**src/rtl/core/lrn_pkg.sv**
```systemverilog
// shared types, constants and table builders for the cross channel lrn unit
// no dependencies; used by lrn_ctrl, lrn_dp and cross_channel_lrn_unit
package lrn_pkg;

  localparam int SAMPLE_BITS = 16;
  localparam int MAX_RADIUS  = 7;
  localparam int SQ_W        = 32;
  localparam int SUM_W       = 36;
  localparam int ACC_W       = 60;
  localparam int DEN_W       = 64;
  localparam int FRAC_W      = 30;
  localparam int BACC_W      = 54;
  localparam int EXP_W       = 40;
  localparam int PROD_W      = 47;
  localparam int CNT_W       = 6;
  localparam int DIV_STEPS   = ACC_W;
  localparam int LOG_STEPS   = FRAC_W;
  localparam int FILL_MAX    = 15;

  typedef enum logic [1:0] {
    REG_RADIUS = 2'd0,
    REG_ALPHA  = 2'd1,
    REG_BETA   = 2'd2,
    REG_BIAS   = 2'd3
  } reg_index_t;

  typedef struct packed {
    logic signed [SAMPLE_BITS-1:0] sample;
    logic                          last_channel;
  } in_t;

  typedef struct packed {
    logic signed [SAMPLE_BITS-1:0] norm_value;
    logic                          last_out;
  } out_t;

  typedef struct packed {
    logic             push;
    logic             push_zero;
    logic             clear;
    logic             sum_acc;
    logic [CNT_W-1:0] idx;
    logic             mul_lo;
    logic             mul_hi;
    logic             div_step;
    logic             den_load;
    logic             norm_step;
    logic             log_init;
    logic             log_step;
    logic             bmul_lo;
    logic             bmul_hi;
    logic             exp_init;
    logic             exp_step;
    logic             fin_mul;
    logic             out_load;
    logic             out_last;
  } cmd_t;

  typedef struct packed {
    logic [2:0] radius;
    logic [3:0] fill;
    logic       special;
    logic       norm_done;
  } stat_t;

  typedef logic [FRAC_W:0] exp_coef_t;
  typedef exp_coef_t [LOG_STEPS-1:0] exp_table_t;

  function automatic logic [63:0] isqrt64(input logic [63:0] v);
    logic [63:0] x;
    logic [63:0] r;
    logic [63:0] b;
    x = v;
    r = '0;
    b = 64'd1 << 62;
    for (int j = 0; j < 32; j++) begin
      if (b > x) b = b >> 2;
    end
    for (int j = 0; j < 32; j++) begin
      if (b != 64'd0) begin
        if (x >= r + b) begin
          x = x - (r + b);
          r = (r >> 1) + b;
        end else begin
          r = r >> 1;
        end
        b = b >> 2;
      end
    end
    return r;
  endfunction

  // factors 2^(2^-i) in q.30, i = 1..30
  function automatic exp_table_t build_exp_table();
    exp_table_t t;
    logic [63:0] c;
    c = 64'd1 << (FRAC_W + 1);
    for (int i = 0; i < LOG_STEPS; i++) begin
      c = isqrt64(c << FRAC_W);
      t[i] = c[FRAC_W:0];
    end
    return t;
  endfunction

  localparam exp_table_t EXP_TABLE = build_exp_table();

endpackage

```
**src/rtl/core/lrn_ctrl.sv**
```systemverilog
// controller state machine for the cross channel lrn unit
// depends on lrn_pkg; drives lrn_dp through cmd_t and reads stat_t
module lrn_ctrl (
  input  logic          clk,
  input  logic          rst,
  input  logic          item_valid,
  output logic          item_ready,
  input  logic          item_last,
  output logic          result_valid,
  input  logic          result_ready,
  input  lrn_pkg::stat_t stat,
  output lrn_pkg::cmd_t  cmd
);

  typedef enum logic [16:0] {
    S_IDLE  = 17'h00001,
    S_SUM   = 17'h00002,
    S_MUL0  = 17'h00004,
    S_MUL1  = 17'h00008,
    S_DIV   = 17'h00010,
    S_DEN   = 17'h00020,
    S_CHK   = 17'h00040,
    S_NORM  = 17'h00080,
    S_LOG   = 17'h00100,
    S_BMUL0 = 17'h00200,
    S_BMUL1 = 17'h00400,
    S_EINIT = 17'h00800,
    S_EXP   = 17'h01000,
    S_FMUL  = 17'h02000,
    S_SHIFT = 17'h04000,
    S_OUT   = 17'h08000,
    S_NEXT  = 17'h10000
  } state_t;

  state_t state, state_next;
  logic [lrn_pkg::CNT_W-1:0] cnt, cnt_next;
  logic [2:0] k, k_next;
  logic last_q, last_q_next;
  logic emit_last, emit_last_next;
  logic emit_now, emit_last_now;

  always_comb begin
    if (k != 3'd0) begin
      emit_now      = ({1'b0, stat.fill} + {2'b0, k}) > {2'b0, stat.radius};
      emit_last_now = (k == stat.radius);
    end else begin
      emit_now      = stat.fill > {1'b0, stat.radius};
      emit_last_now = last_q && (stat.radius == 3'd0);
    end
  end

  always_comb begin
    state_next     = state;
    cnt_next       = cnt;
    k_next         = k;
    last_q_next    = last_q;
    emit_last_next = emit_last;
    cmd            = '0;
    cmd.idx        = cnt;
    cmd.out_last   = emit_last;
    item_ready     = 1'b0;
    result_valid   = 1'b0;
    unique case (state)
      S_IDLE: begin
        item_ready = 1'b1;
        if (item_valid) begin
          cmd.push    = 1'b1;
          last_q_next = item_last;
          k_next      = 3'd0;
          cnt_next    = '0;
          state_next  = S_SUM;
        end
      end
      S_SUM: begin
        cmd.sum_acc = 1'b1;
        cnt_next    = cnt + 1'b1;
        if (cnt[3:0] == {stat.radius, 1'b0}) begin
          emit_last_next = emit_last_now;
          state_next     = emit_now ? S_MUL0 : S_NEXT;
        end
      end
      S_MUL0: begin
        cmd.mul_lo = 1'b1;
        state_next = S_MUL1;
      end
      S_MUL1: begin
        cmd.mul_hi = 1'b1;
        cnt_next   = '0;
        state_next = S_DIV;
      end
      S_DIV: begin
        cmd.div_step = 1'b1;
        cnt_next     = cnt + 1'b1;
        if (cnt == lrn_pkg::CNT_W'(lrn_pkg::DIV_STEPS - 1)) state_next = S_DEN;
      end
      S_DEN: begin
        cmd.den_load = 1'b1;
        state_next   = S_CHK;
      end
      S_CHK: begin
        state_next = stat.special ? S_SHIFT : S_NORM;
      end
      S_NORM: begin
        if (stat.norm_done) begin
          cmd.log_init = 1'b1;
          cnt_next     = '0;
          state_next   = S_LOG;
        end else begin
          cmd.norm_step = 1'b1;
        end
      end
      S_LOG: begin
        cmd.log_step = 1'b1;
        cnt_next     = cnt + 1'b1;
        if (cnt == lrn_pkg::CNT_W'(lrn_pkg::LOG_STEPS - 1)) state_next = S_BMUL0;
      end
      S_BMUL0: begin
        cmd.bmul_lo = 1'b1;
        state_next  = S_BMUL1;
      end
      S_BMUL1: begin
        cmd.bmul_hi = 1'b1;
        state_next  = S_EINIT;
      end
      S_EINIT: begin
        cmd.exp_init = 1'b1;
        cnt_next     = '0;
        state_next   = S_EXP;
      end
      S_EXP: begin
        cmd.exp_step = 1'b1;
        cnt_next     = cnt + 1'b1;
        if (cnt == lrn_pkg::CNT_W'(lrn_pkg::LOG_STEPS - 1)) state_next = S_FMUL;
      end
      S_FMUL: begin
        cmd.fin_mul = 1'b1;
        state_next  = S_SHIFT;
      end
      S_SHIFT: begin
        cmd.out_load = 1'b1;
        state_next   = S_OUT;
      end
      S_OUT: begin
        result_valid = 1'b1;
        if (result_ready) state_next = S_NEXT;
      end
      S_NEXT: begin
        cnt_next = '0;
        if (last_q && (k < stat.radius)) begin
          cmd.push_zero = 1'b1;
          k_next        = k + 3'd1;
          state_next    = S_SUM;
        end else begin
          if (last_q) cmd.clear = 1'b1;
          k_next     = 3'd0;
          state_next = S_IDLE;
        end
      end
      default: state_next = S_IDLE;
    endcase
  end

  always_ff @(posedge clk) begin
    if (rst) begin
      state     <= S_IDLE;
      cnt       <= '0;
      k         <= 3'd0;
      last_q    <= 1'b0;
      emit_last <= 1'b0;
    end else begin
      state     <= state_next;
      cnt       <= cnt_next;
      k         <= k_next;
      last_q    <= last_q_next;
      emit_last <= emit_last_next;
    end
  end

endmodule

```
**config.mk**
```make
export PLATFORM = sky130hd
export DESIGN_NAME = lrn_ctrl
export DESIGN_NICKNAME = d
export VERILOG_FILES = /design/src/rtl/core/lrn_pkg.sv /design/src/rtl/core/lrn_ctrl.sv
export SDC_FILE = /design/constraint.sdc
export NUM_CORES = 1
export LEC_CHECK = 0
export CORE_UTILIZATION = 59
export DETAILED_ROUTE_END_ITERATION = 10
export DONT_BUFFER_PORTS = 1
export PLACE_DENSITY = 0.87
export SLEW_MARGIN = 5
export SYNTH_ARGS = -nofsm -noshare
export SYNTH_HDL_FRONTEND = slang
export SYNTH_SLANG_ARGS = --single-unit
```
**constraint.sdc**
```tcl
create_clock -name clk -period 6.24 [get_ports clk]
set_clock_uncertainty 0.1 [all_clocks]
set_input_delay 0.312 -clock clk [delete_from_list [all_inputs] [get_ports clk]]
set_output_delay 0.312 -clock clk [all_outputs]
set_load 0.005 [all_outputs]
```
# Yosys cells after proc, flatten, opt, wreduce, memory -nomap -nowiden
# Cells that the tools add are included.
[totals] ff_bits=28 input_bits=14 out_inout_bits=26 wordCells=94
[classes] addsub=3 magnitude_cmp=3 eq_ne=28 mux=42 reduce_logical=13
[ops] op="17-bit case mux with 17 select lines" n=1
[ops] op="17-bit two-way mux" n=8
[ops] op="6-bit case mux with 4 select lines" n=1
[ops] op="1-bit two-way mux" n=23
[ops] op="17-bit by 1-bit == test with 1-bit output (second input constant)" n=1
[ops] op="17-bit by 10-bit == test with 1-bit output (second input constant)" n=1
[ops] op="17-bit by 11-bit == test with 1-bit output (second input constant)" n=1
[ops] op="17-bit by 12-bit == test with 1-bit output (second input constant)" n=1
[ops] op="17-bit by 13-bit == test with 1-bit output (second input constant)" n=1
[ops] op="17-bit by 14-bit == test with 1-bit output (second input constant)" n=1
[ops] op="17-bit by 15-bit == test with 1-bit output (second input constant)" n=1
[ops] op="17-bit by 16-bit == test with 1-bit output (second input constant)" n=1
[ops] op="17-bit == test (second input constant)" n=1
[ops] op="17-bit by 2-bit == test with 1-bit output (second input constant)" n=1
[ops] op="17-bit by 3-bit == test with 1-bit output (second input constant)" n=1
[ops] op="17-bit by 4-bit == test with 1-bit output (second input constant)" n=1
[ops] op="17-bit by 5-bit == test with 1-bit output (second input constant)" n=1
[ops] op="17-bit by 6-bit == test with 1-bit output (second input constant)" n=1
[ops] op="17-bit by 7-bit == test with 1-bit output (second input constant)" n=1
[ops] op="17-bit by 8-bit == test with 1-bit output (second input constant)" n=1
[ops] op="17-bit by 9-bit == test with 1-bit output (second input constant)" n=1
[ops] op="15-bit two-way mux" n=1
[ops] op="2-bit != test (second input constant)" n=7
[ops] op="6-bit two-way mux" n=2
[ops] op="23 further kinds" n=29

# Longest topological paths before layout
# Gate-level depths: netlist (run 1).
[depth] depth_word=6 mapped_depth=9 mapped_depth_nobuf=9

# Worst setup path after synthesis (run 1)
# Ideal clock, no wire load.
[synth_path] path_kind="register -> register" start="reg k[0]" end="reg state[16]" setup_time_ns=0.079 arrival_ns=2.129 t_required_ns=6.061 slack_ns=3.932 stages_incl_launch_ff=10 path_buffers=0 synth_period_minus_slack_ns=2.308 cell_sequence="dfxtp_1 ha_1 fa_1 ha_1 nor2b_1 o21ai_0 a32oi_1 o31ai_1 nand3_1 a211oi_2"
[synth_between] elab_chain_cells=6 elab_cells_between_ends=7 cone_classes="add/sub: 1; order compare: 1; mux: 4; reduce/logical: 1"
[synth_rtl] item="start, declared" line="lrn_ctrl.sv:37" rtl="logic [2:0] k, k_next;"
[synth_rtl] item="start signal, assigned" line="lrn_ctrl.sv:173" rtl="k <= k_next;"
[synth_rtl] item="4-bit by 3-bit adder with 5-bit output" line="lrn_ctrl.sv:44" rtl="emit_now = ({1'b0, stat.fill} + {2'b0, k}) > {2'b0, stat.radius};"
[synth_rtl] item="5-bit by 3-bit greater-than comparator with 1-bit output" line="lrn_ctrl.sv:44"
[synth_rtl] item="1-bit two-way mux (*)" line="lrn_ctrl.sv:43" rtl="if (k != 3'd0) begin"
[synth_rtl] item="17-bit two-way mux (*)" line="lrn_ctrl.sv:79" rtl="state_next = emit_now ? S_MUL0 : S_NEXT;"
[synth_rtl] item="17-bit two-way mux (*)" line="lrn_ctrl.sv:77" rtl="if (cnt[3:0] == {stat.radius, 1'b0}) begin"
[synth_rtl] item="17-bit case mux with 17 select lines (*)" line="lrn_ctrl.sv:63" rtl="unique case (state)"
[synth_rtl] item="end signal, assigned" line="lrn_ctrl.sv:171" rtl="state <= state_next;"
[synth_rtl] item="end, declared" line="lrn_ctrl.sv:35" rtl="state_t state, state_next;"
# Mark *: on every way between the ends. The rest lies on a longest branch, timed or not. The select of a mux whose other input is x is not followed.
# A chain may end at the register's enable or synchronous reset.

==> results of run 1 <==
[stage by stage]
| step | hold slack (ns) | instance area (um^2) | instances |
|---|---|---|---|
| floorplan | 0.359 | 2080 | 244 |
| global placement | 0.285 | 2100 | 284 |
| detailed placement | 0.286 | 2100 | 284 |
| CTS | 0.0137 | 2150 | 289 |
| global route | 0.0180 | 2150 | 289 |
| finish | 0.00907 | 2150 | 289 |
[registers in the layout, summed over array words and instances, names as in the netlist]
register	count
last_q	1
state	17
k	3
cnt	6
emit_last	1
[critical path: cells and delay by family, from the launching register on]
kind | cells | cell delay, ns
DFF | 1 | 0.43
and+or+nand+nor | 4 | 1.88
[cell usage in the layout, fill, tap and decap left out, drive strengths merged, types with 2 or more instances in the layout]
cell type and n:
a21oi 12, a22oi 2, a41oi 3, and3 2
and4 2, clkbuf 4, dfxtp 28, ha 16
inv 13, nand2 5, nand2b 12, nand3 8
nand3b 3, nand4 10, nor2 30, nor2b 8
nor3 10, nor3b 6, nor4 13, nor4b 4
o21ai 9, o22ai 2, o31ai 4, o32a 2
or2 4, or4b 2, xnor2 2, xor2 7
[cell families after synthesis]
logic type               after synthesis  share of synthesized area (%)
flip-flops                            28                           27.0
AO/OA/AOI/OAI                         45                           14.9
AND/OR/NAND/NOR                      125                           39.4
multiplexers                           1                          0.482
buffers and inverters                 19                           3.85
XOR/XNOR                               9                           3.79
adder cells (fa/ha/maj)               17                           10.6
[worst max path at each step]
stage,start,endpoint,slack (ns),cells after the start
2_1_floorplan,k[0],state[16],3.93,9
3_3_place_gp,k[0],state[16],3.74,9
3_5_place_dp,state[9],cmd[2],3.63,4
4_1_cts,state[9],cmd[2],3.22,4
5_1_grt,state[9],cmd[2],3.08,4
6_report,state[9],cmd[2],3.16,4
[per-layer routing]
layer  GRT usage, %  part of all wire [%]  up-vias
met5              0                     0        -
met4           7.30                   1.5        0
met3           7.56                   9.0        9
met2           46.9                    47       78
met1           35.2                    42      851
li1               -                     -      905
[final cells by class]
class / instances / area, um^2 / share of cell area [%]
multi-input combinational: 197 / 1440 / 66.8
sequential: 28 / 561 / 26.1
tap: 46 / 57.6 / 2.68
inverter: 13 / 48.8 / 2.27
clock buffer: 4 / 36.3 / 1.69
timing repair buffer: 1 / 10.0 / 0.465
[what timing repair did]
action | CTS | global route
hold endpoints to repair | 17 | 0
setup endpoints to repair | 0 | 0
hold buffers | 1 | 0
[power groups by stage]
stage / Sequential [mW] / Combinational [mW] / Clock (mW)
6_report: 0.203 / 0.180 / 0.0962
5_1_grt: 0.204 / 0.198 / 0.0989
4_1_cts: 0.203 / 0.176 / 0.0947
3_5_place_dp: 0.207 / 0.173 / 0
3_3_place_gp: 0.205 / 0.168 / 0
2_1_floorplan: 0.201 / 0.142 / 0
==> flow_metrics.env, run 1 <==
export IMPL_cts_root_buf="clkbuf_4"
export IMPL_finalNetCount=275
export IMPL_crit_slowest_cell="nor4b_1"
export IMPL_worstMarginPinSlew_ns=0.677
export IMPL_clockBufferDepth=2
export IMPL_syn_num_nets=275
export IMPL_vias=1843
export IMPL_synth_ff_type="dfxtp_1"
export IMPL_dpl_hpwl_um=3860
export IMPL_seqPwrFrac_pct=42.4
export IMPL_rsz0062_at_grt="false"
export IMPL_cts_resized_gates=0
export IMPL_vias_per_cell=6.38
export IMPL_cts_sinks=28
export IMPL_io_pins=40
export IMPL_fin_setup_tns_ns=0
export IMPL_synth_area_leaders="dfxtp_1 (27%), ha_1 (9.6%), nor2_1 (5.2%)"
export IMPL_drive_above_1_share_pct=9.47
export IMPL_synth_area_leader_cell="dfxtp_1"
export IMPL_synth_seq_cells=28
export IMPL_port_buffers=0
export IMPL_status="finished, final reports clean"
export IMPL_crit_arrival_ns=2.67
export IMPL_core_um2=3360
export IMPL_grt_start_max_net_pins=18
export IMPL_start_util_pct=61.8
export IMPL_maxCapViolations=0
export IMPL_p_sw_share_pct=39.1
export IMPL_rows=21
export IMPL_die_x_um=61.4
export IMPL_synth_edff_count=0
export IMPL_first_iter_violations=186
export IMPL_slew_violations=0
export IMPL_place_ws_ns=3.63
export IMPL_path_cells="nor4_4 -> nand4_2 -> or2_2 -> nor4b_1"
export IMPL_pwr_share_comb_pct=37.6
export IMPL_n_fill_cell=310
export IMPL_p_sw_mw=0.188
export IMPL_clk_latency_ns=0.35
export IMPL_min_from="item_last"
export IMPL_p_clk_share_pct=20.1
export IMPL_synth_seq_area_share_pct=27.0
export IMPL_intPower_mw=0.292
export IMPL_syn_avg_cell_area_um2=8.52
export IMPL_die_height_um=61.4
export IMPL_start_kind="register"
export IMPL_reg2reg_slack_ns=3.56
export IMPL_cts_setup_buffers=0
export IMPL_min_to="last_q"
export IMPL_critPathCaptureType="primary output"
export IMPL_ir_drop_v=0.000211
export IMPL_setup_ws_ns=3.16
export IMPL_wl_per_cell_um=17.2
export IMPL_grt_pass1_wl_um=7680
export IMPL_synth_top_area_share_pct=27.0
export IMPL_synthCells=244
export IMPL_htree_levels=1
export IMPL_power_total_mw=0.480
export IMPL_syn_cell_area_um2=2080
export IMPL_grt_pass1_vias=1620
export IMPL_synthTopCellsByCount="nor2_1 (29), dfxtp_1 (28), ha_1 (16), inv_1 (13)"
export IMPL_relSlewSlack_pct=54.7
export IMPL_worstSetupPathType="reg -> out"
export IMPL_clk_pin_slew_ns=0.16
export IMPL_synthArstFlopShare_pct=0
export IMPL_wl_um=4970
export IMPL_antenna_found_initial=0
export IMPL_required_ns=5.83
export IMPL_slowest_delay_ns=0.57
export IMPL_hold_depth=2
export IMPL_fp_dieArea_um2=3760
export IMPL_crit_fanout=7
export IMPL_cts_made_buffers=3
export IMPL_fmax_mhz=325
export IMPL_route_detailed_drc=0
export IMPL_gp_congestion=0.906
export IMPL_area_growth_synth_to_final_pct=3.49
export IMPL_insertedDiodeCount=0
export IMPL_yosysWarningCount=0
export IMPL_rr_worst_depth=6
export IMPL_utilization_pct=64.0
export IMPL_min_period_over_period_pct=49.4
export IMPL_r2r_end="state[14]"
export IMPL_hold_class="in -> reg"
export IMPL_period_needed_ns=3.08
export IMPL_cts_tree="built"
export IMPL_synth_cell_types=58
export IMPL_setup_viol=0
export IMPL_antenna_left=0
export IMPL_report_final_hold_viol_count=0
export IMPL_grt_usage_pct=27.8
export IMPL_grt_overflow_total=0
export IMPL_first_pass_iters=4
export IMPL_r2r_start="state[9]"
export IMPL_power_density_nw_per_um2=223
export IMPL_synth_most_common_cell="nor2_1"
export IMPL_p_leak_nw=0.803
Power figures use the tool's default switching activity.
==> run 2, diff against run 1 <==
==> constraint.sdc (replaced) <==
create_clock -name clk -period 3.1 [get_ports clk]
set_clock_uncertainty 0.1 [all_clocks]
set_input_delay 0.155 -clock clk [delete_from_list [all_inputs] [get_ports clk]]
set_output_delay 0.155 -clock clk [all_outputs]
set_load 0.005 [all_outputs]
==> flow_metrics.env, run 2 (synthesis gave the netlist of run 1 again) <==
export IMPL_power_total_mw=0.927
export IMPL_period_needed_ns=2.75
export IMPL_reg2reg_slack_ns=0.47
export IMPL_gp_congestion=0.958
export IMPL_crit_fanout=7
export IMPL_r2r_start="k[0]"
export IMPL_finalNetCount=282
export IMPL_fin_setup_tns_ns=0
export IMPL_start_util_pct=61.8
export IMPL_fmax_mhz=364
export IMPL_htree_levels=1
export IMPL_grt_start_max_net_pins=22
export IMPL_first_pass_iters=6
export IMPL_insertedDiodeCount=0
export IMPL_clockBufferDepth=2
export IMPL_antenna_left=0
export IMPL_largest_register_ffs=17
export IMPL_route_detailed_drc=0
export IMPL_cts_root_buf="clkbuf_4"
export IMPL_slew_violations=0
export IMPL_required_ns=2.84
export IMPL_hold_class="in -> reg"
export IMPL_grt_pass1_vias=1707
export IMPL_wl_per_cell_um=16.7
export IMPL_p_leak_nw=0.829
export IMPL_clk_latency_ns=0.33
export IMPL_dpl_hpwl_um=3750
export IMPL_min_from="stat[0]"
export IMPL_layout_commonest_cell="nor2_1"
export IMPL_vias_per_cell=6.54
export IMPL_power_density_nw_per_um2=421
export IMPL_cts_made_buffers=3
export IMPL_cts_setup_buffers=0
export IMPL_hold_buffers=5
export IMPL_ir_drop_v=0.000297
export IMPL_min_period_over_period_pct=88.7
export IMPL_vias=1928
export IMPL_io_pins=40
export IMPL_status="finished, final reports clean"
export IMPL_core_um2=3360
export IMPL_area_growth_synth_to_final_pct=5.84
export IMPL_rows=21
export IMPL_setup_viol=0
export IMPL_grt_pass1_wl_um=7730
export IMPL_cts_tree="built"
export IMPL_port_buffers=0
export IMPL_worstSetupPathType="reg -> out"
export IMPL_start_kind="register"
export IMPL_relSlewSlack_pct=46.1
export IMPL_first_iter_violations=183
export IMPL_cts_sinks=28
export IMPL_critPathCaptureType="primary output"
export IMPL_fp_dieArea_um2=3760
export IMPL_clk_pin_slew_ns=0.15
export IMPL_grt_overflow_total=0
export IMPL_top_regs="state (17), cnt (6), k (3)"
export IMPL_rsz0062_at_grt="false"
export IMPL_antenna_found_initial=0
export IMPL_drive_above_1_share_pct=10.0
export IMPL_die_x_um=61.4
export IMPL_report_final_hold_viol_count=0
export IMPL_maxCapViolations=0
export IMPL_wl_um=4930
export IMPL_worstSetupStartpoint="state[9]"
export IMPL_final_cell_mix="nor2_1 (29), dfxtp_1 (28), ha_1 (16), inv_1 (13)"
export IMPL_die_height_um=61.4
export IMPL_top_register="state"
export IMPL_crit_arrival_ns=2.49
export IMPL_grt_usage_pct=27.7
export IMPL_worstMarginPinSlew_ns=0.806
export IMPL_cts_resized_gates=0
run 2: changes by cell type in the layout (fill, tap and decap cells not counted), sizes merged:
| cell | previous run | this run |
|---|---|---|
| dlygate4sd3 | 1 | 5 |
| buf | 0 | 3 |
| clkbuf | 4 | 3 |
run 2: area by class of cell:
class,instances,area (um^2)
repair buffers,8,72.6
well taps,46,57.6
fillers,304,1160
flip-flops and latches,28,561
multi-input cells,197,1440
inverters,13,48.8
clock buffers,3,22.5
run 2: metrics by stage:
| step | setup WS (ns) | cell area [um^2] | util, % | cells | hold slack (ns) |
|---|---|---|---|---|---|
| after floorplan | 0.792 | 2080 | - | 244 | 0.202 |
| after global placement | 0.602 | 2130 | 63.2 | 287 | 0.128 |
| after detailed placement | 0.544 | 2130 | 63.2 | 287 | 0.128 |
| after CTS | 0.370 | 2200 | 65.4 | 295 | 0.00295 |
| after global routing | 0.109 | 2200 | 65.4 | 295 | 0.0231 |
| final | 0.351 | 2200 | 65.4 | 295 | 0.0189 |
run 2: path summary, 6_finish.rpt:
| path | to | depth (start not counted) |
|---|---|---|
| worst max-delay path | cmd[1] | 4 |
| worst min register to register | k[2] | 2 |
| worst min-delay path | state[7] | 3 |
| worst max register to register | state[16] | 9 |
run 2: power by group:
group	internal, mW	switching, mW	total [mW]
logic	0.141	0.229	0.369
registers	0.378	0.0298	0.407
clock network	0.0457	0.104	0.150
run 2: critical path, stage by stage (launching register included):
cell	delay, ns
dfxtp_1	0.43
nor4_4	0.51
nand4_2	0.35
or2_2	0.40
nor4b_1	0.47
run 2: routing by layer:
metal,part of all wire (%),vias to the layer above,wire [um],track usage [%]
met5,0,-,0,0
met4,1.5,0,76,9.52
met3,10,19,491,9.24
met2,46,114,2290,43.9
met1,42,864,2070,35.5
li1,-,931,-,-
==> run 3, diff against run 2 <==
--- a/config.mk
+++ b/config.mk
@@ -5,10 +5,11 @@
 export SDC_FILE = /design/constraint.sdc
 export NUM_CORES = 1
 export LEC_CHECK = 0
-export CORE_UTILIZATION = 59
+export BUFFER_PORTS_ARGS = -buffer_cell sky130_fd_sc_hd__buf_2
+export CORE_ASPECT_RATIO = 2
+export CORE_UTILIZATION = 55
 export DETAILED_ROUTE_END_ITERATION = 10
-export DONT_BUFFER_PORTS = 1
-export PLACE_DENSITY = 0.87
+export PLACE_DENSITY = 0.91
 export SLEW_MARGIN = 5
 export SYNTH_ARGS = -nofsm -noshare
 export SYNTH_HDL_FRONTEND = slang
==> constraint.sdc (replaced) <==
create_clock -name clk -period 3.1 [get_ports clk]
set_clock_uncertainty 0.1 [all_clocks]
set_input_delay 0 -clock clk [delete_from_list [all_inputs] [get_ports clk]]
set_output_delay 0 -clock clk [all_outputs]
set_load 0.005 [all_outputs]
==> flow_metrics.env, run 3 (synthesis gave the netlist of run 1 again) <==
export IMPL_seqPwrFrac_pct=36.7
export IMPL_p_sw_share_pct=36.0
export IMPL_finalNetCount=318
export IMPL_top_regs="state (17), cnt (6), k (3)"
export IMPL_insertedDiodeCount=0
export IMPL_core_um2=3610
export IMPL_p_clk_share_pct=26.8
export IMPL_htree_levels=1
export IMPL_wl_um=5620
export IMPL_path_cells="ha_1 -> fa_1 -> ha_1 -> nor2b_1 -> o21ai_0 -> a32oi_1 -> o31ai_1 -> nand3_1 -> a211oi_2"
export IMPL_worstSetupStartpoint="k[0]"
export IMPL_die_height_um=88.9
export IMPL_rr_worst_depth=9
export IMPL_grt_usage_pct=29.5
export IMPL_clk_pin_slew_ns=0.10
export IMPL_clk_latency_ns=0.28
export IMPL_intPower_mw=0.707
export IMPL_status="finished, final reports clean"
export IMPL_p_sw_mw=0.398
export IMPL_placed_cells=328
export IMPL_power_total_mw=1.10
export IMPL_cts_resized_gates=0
export IMPL_power_density_nw_per_um2=457
export IMPL_area_growth_synth_to_final_pct=16.4
export IMPL_hold_class="in -> reg"
export IMPL_clockBufferDepth=2
export IMPL_ir_drop_v=0.000339
export IMPL_top_register="state"
export IMPL_route_detailed_drc=0
export IMPL_worstSetupPathType="reg -> reg"
export IMPL_rsz0062_at_grt="false"
export IMPL_cts_sinks=28
export IMPL_die_x_um=45.5
export IMPL_grt_pass1_wl_um=8710
export IMPL_period_needed_ns=2.66
export IMPL_gp_congestion=0.896
export IMPL_wl_per_cell_um=16.8
export IMPL_antenna_found_initial=0
export IMPL_layout_commonest_cell="buf_2"
export IMPL_fin_setup_tns_ns=0
export IMPL_first_iter_violations=82
export IMPL_io_pins=40
export IMPL_crit_slowest_cell="dfxtp_1"
export IMPL_final_cell_mix="buf_2 (39), nor2_1 (29), dfxtp_1 (28), ha_1 (16), inv_1 (13)"
export IMPL_start_util_pct=57.6
export IMPL_cts_tree="built"
export IMPL_largest_register_ffs=17
export IMPL_crit_fanout=5
export IMPL_grt_start_max_net_pins=23
export IMPL_report_final_hold_viol_count=0
export IMPL_required_ns=3.20
export IMPL_min_period_over_period_pct=85.8
export IMPL_cts_setup_buffers=0
export IMPL_cts_root_buf="clkbuf_8"
export IMPL_maxCapViolations=0
export IMPL_drive_above_1_share_pct=22.4
export IMPL_antenna_left=0
export IMPL_critPathCapture="state[16]"
export IMPL_grt_overflow_total=0
export IMPL_port_buffers=39
export IMPL_critPathCaptureType="register"
export IMPL_fp_dieArea_um2=4040
export IMPL_slew_violations=0
export IMPL_fin_cells=335
export IMPL_utilization_pct=67.1
export IMPL_fmax_mhz=376
export IMPL_cts_made_buffers=3
export IMPL_crit_arrival_ns=2.76
export IMPL_vias=2089
export IMPL_reg2reg_slack_ns=0.44
export IMPL_p_leak_nw=1.03
export IMPL_relSlewSlack_pct=39.3
export IMPL_r2r_start="k[0]"
export IMPL_start_kind="register"
export IMPL_dpl_hpwl_um=4380
export IMPL_crit_top_cell="ha_1"
export IMPL_r2r_end="state[16]"
export IMPL_first_pass_iters=4
export IMPL_worstMarginPinSlew_ns=0.899
export IMPL_rows=31
export IMPL_pwr_share_comb_pct=36.5
export IMPL_vias_per_cell=6.24
export IMPL_grt_pass1_vias=1936
export IMPL_slowest_delay_ns=0.43
export IMPL_setup_viol=0
run 3: worst min path at each step:
stage | from | to | slack, ns | depth (start not counted)
2_1_floorplan | stat[0] | cmd[9] | -0.06 | 1
3_3_place_gp | item_last | last_q | 0.14 | 3
3_5_place_dp | item_last | last_q | 0.15 | 3
4_1_cts | stat[5] | state[16] | 0.02 | 4
5_1_grt | rst | state[7] | 0.04 | 2
6_report | rst | k[0] | 0.03 | 2
run 3: stage by stage:
| stage | setup slack (ns) | hold WS, ns | cell area (um^2) |
|---|---|---|---|
| floorplan | 0.792 | -0.0598 | 2080 |
| global placement | 0.599 | 0.136 | 2320 |
| detailed placement | 0.484 | 0.148 | 2320 |
| CTS | 0.453 | 0.0170 | 2420 |
| global route | 0.239 | 0.0430 | 2420 |
| finish | 0.439 | 0.0297 | 2420 |
run 3: what timing repair did:
item,4_1_cts,5_1_grt
hold buffers,3,0
endpoints found under the hold margin,4,0
endpoints found under the setup margin,0,0
run 3: power by group through the flow:
stage / Clock [mW] / Combinational [mW] / Sequential (mW)
floorplan: 0 / 0.286 / 0.405
global placement: 0 / 0.375 / 0.412
detailed placement: 0 / 0.386 / 0.412
CTS: 0.296 / 0.396 / 0.404
global route: 0.310 / 0.435 / 0.409
finish: 0.296 / 0.403 / 0.406
run 3: worst max-delay path, delay by kind of cell, from the launching register on:
kind / cells / cell delay (ns)
flip-flops: 1 / 0.43
adder cells (fa/ha/maj): 3 / 0.95
AND/OR/NAND/NOR: 2 / 0.28
AO/OA/AOI/OAI: 4 / 0.82
run 3: per-layer routing:
| layer | wire length, um | share of wire, % | track usage (%) | vias up |
|---|---|---|---|---|
| met5 | 0 | 0 | 0 | - |
| met4 | 301 | 5.4 | 15.2 | 0 |
| met3 | 187 | 3.3 | 1.62 | 27 |
| met2 | 3110 | 55 | 57.1 | 80 |
| met1 | 2020 | 36 | 29.2 | 981 |
| li1 | - | - | - | 1001 |
run 3: cell type report:
cell class,instances,area [um^2]
multi-input combinational,197,1440
timing repair buffer,44,240
clock buffer,3,41.3
fill,301,1190
clock inverter,1,30.0
tap,49,61.3
sequential,28,561
inverter,13,48.8
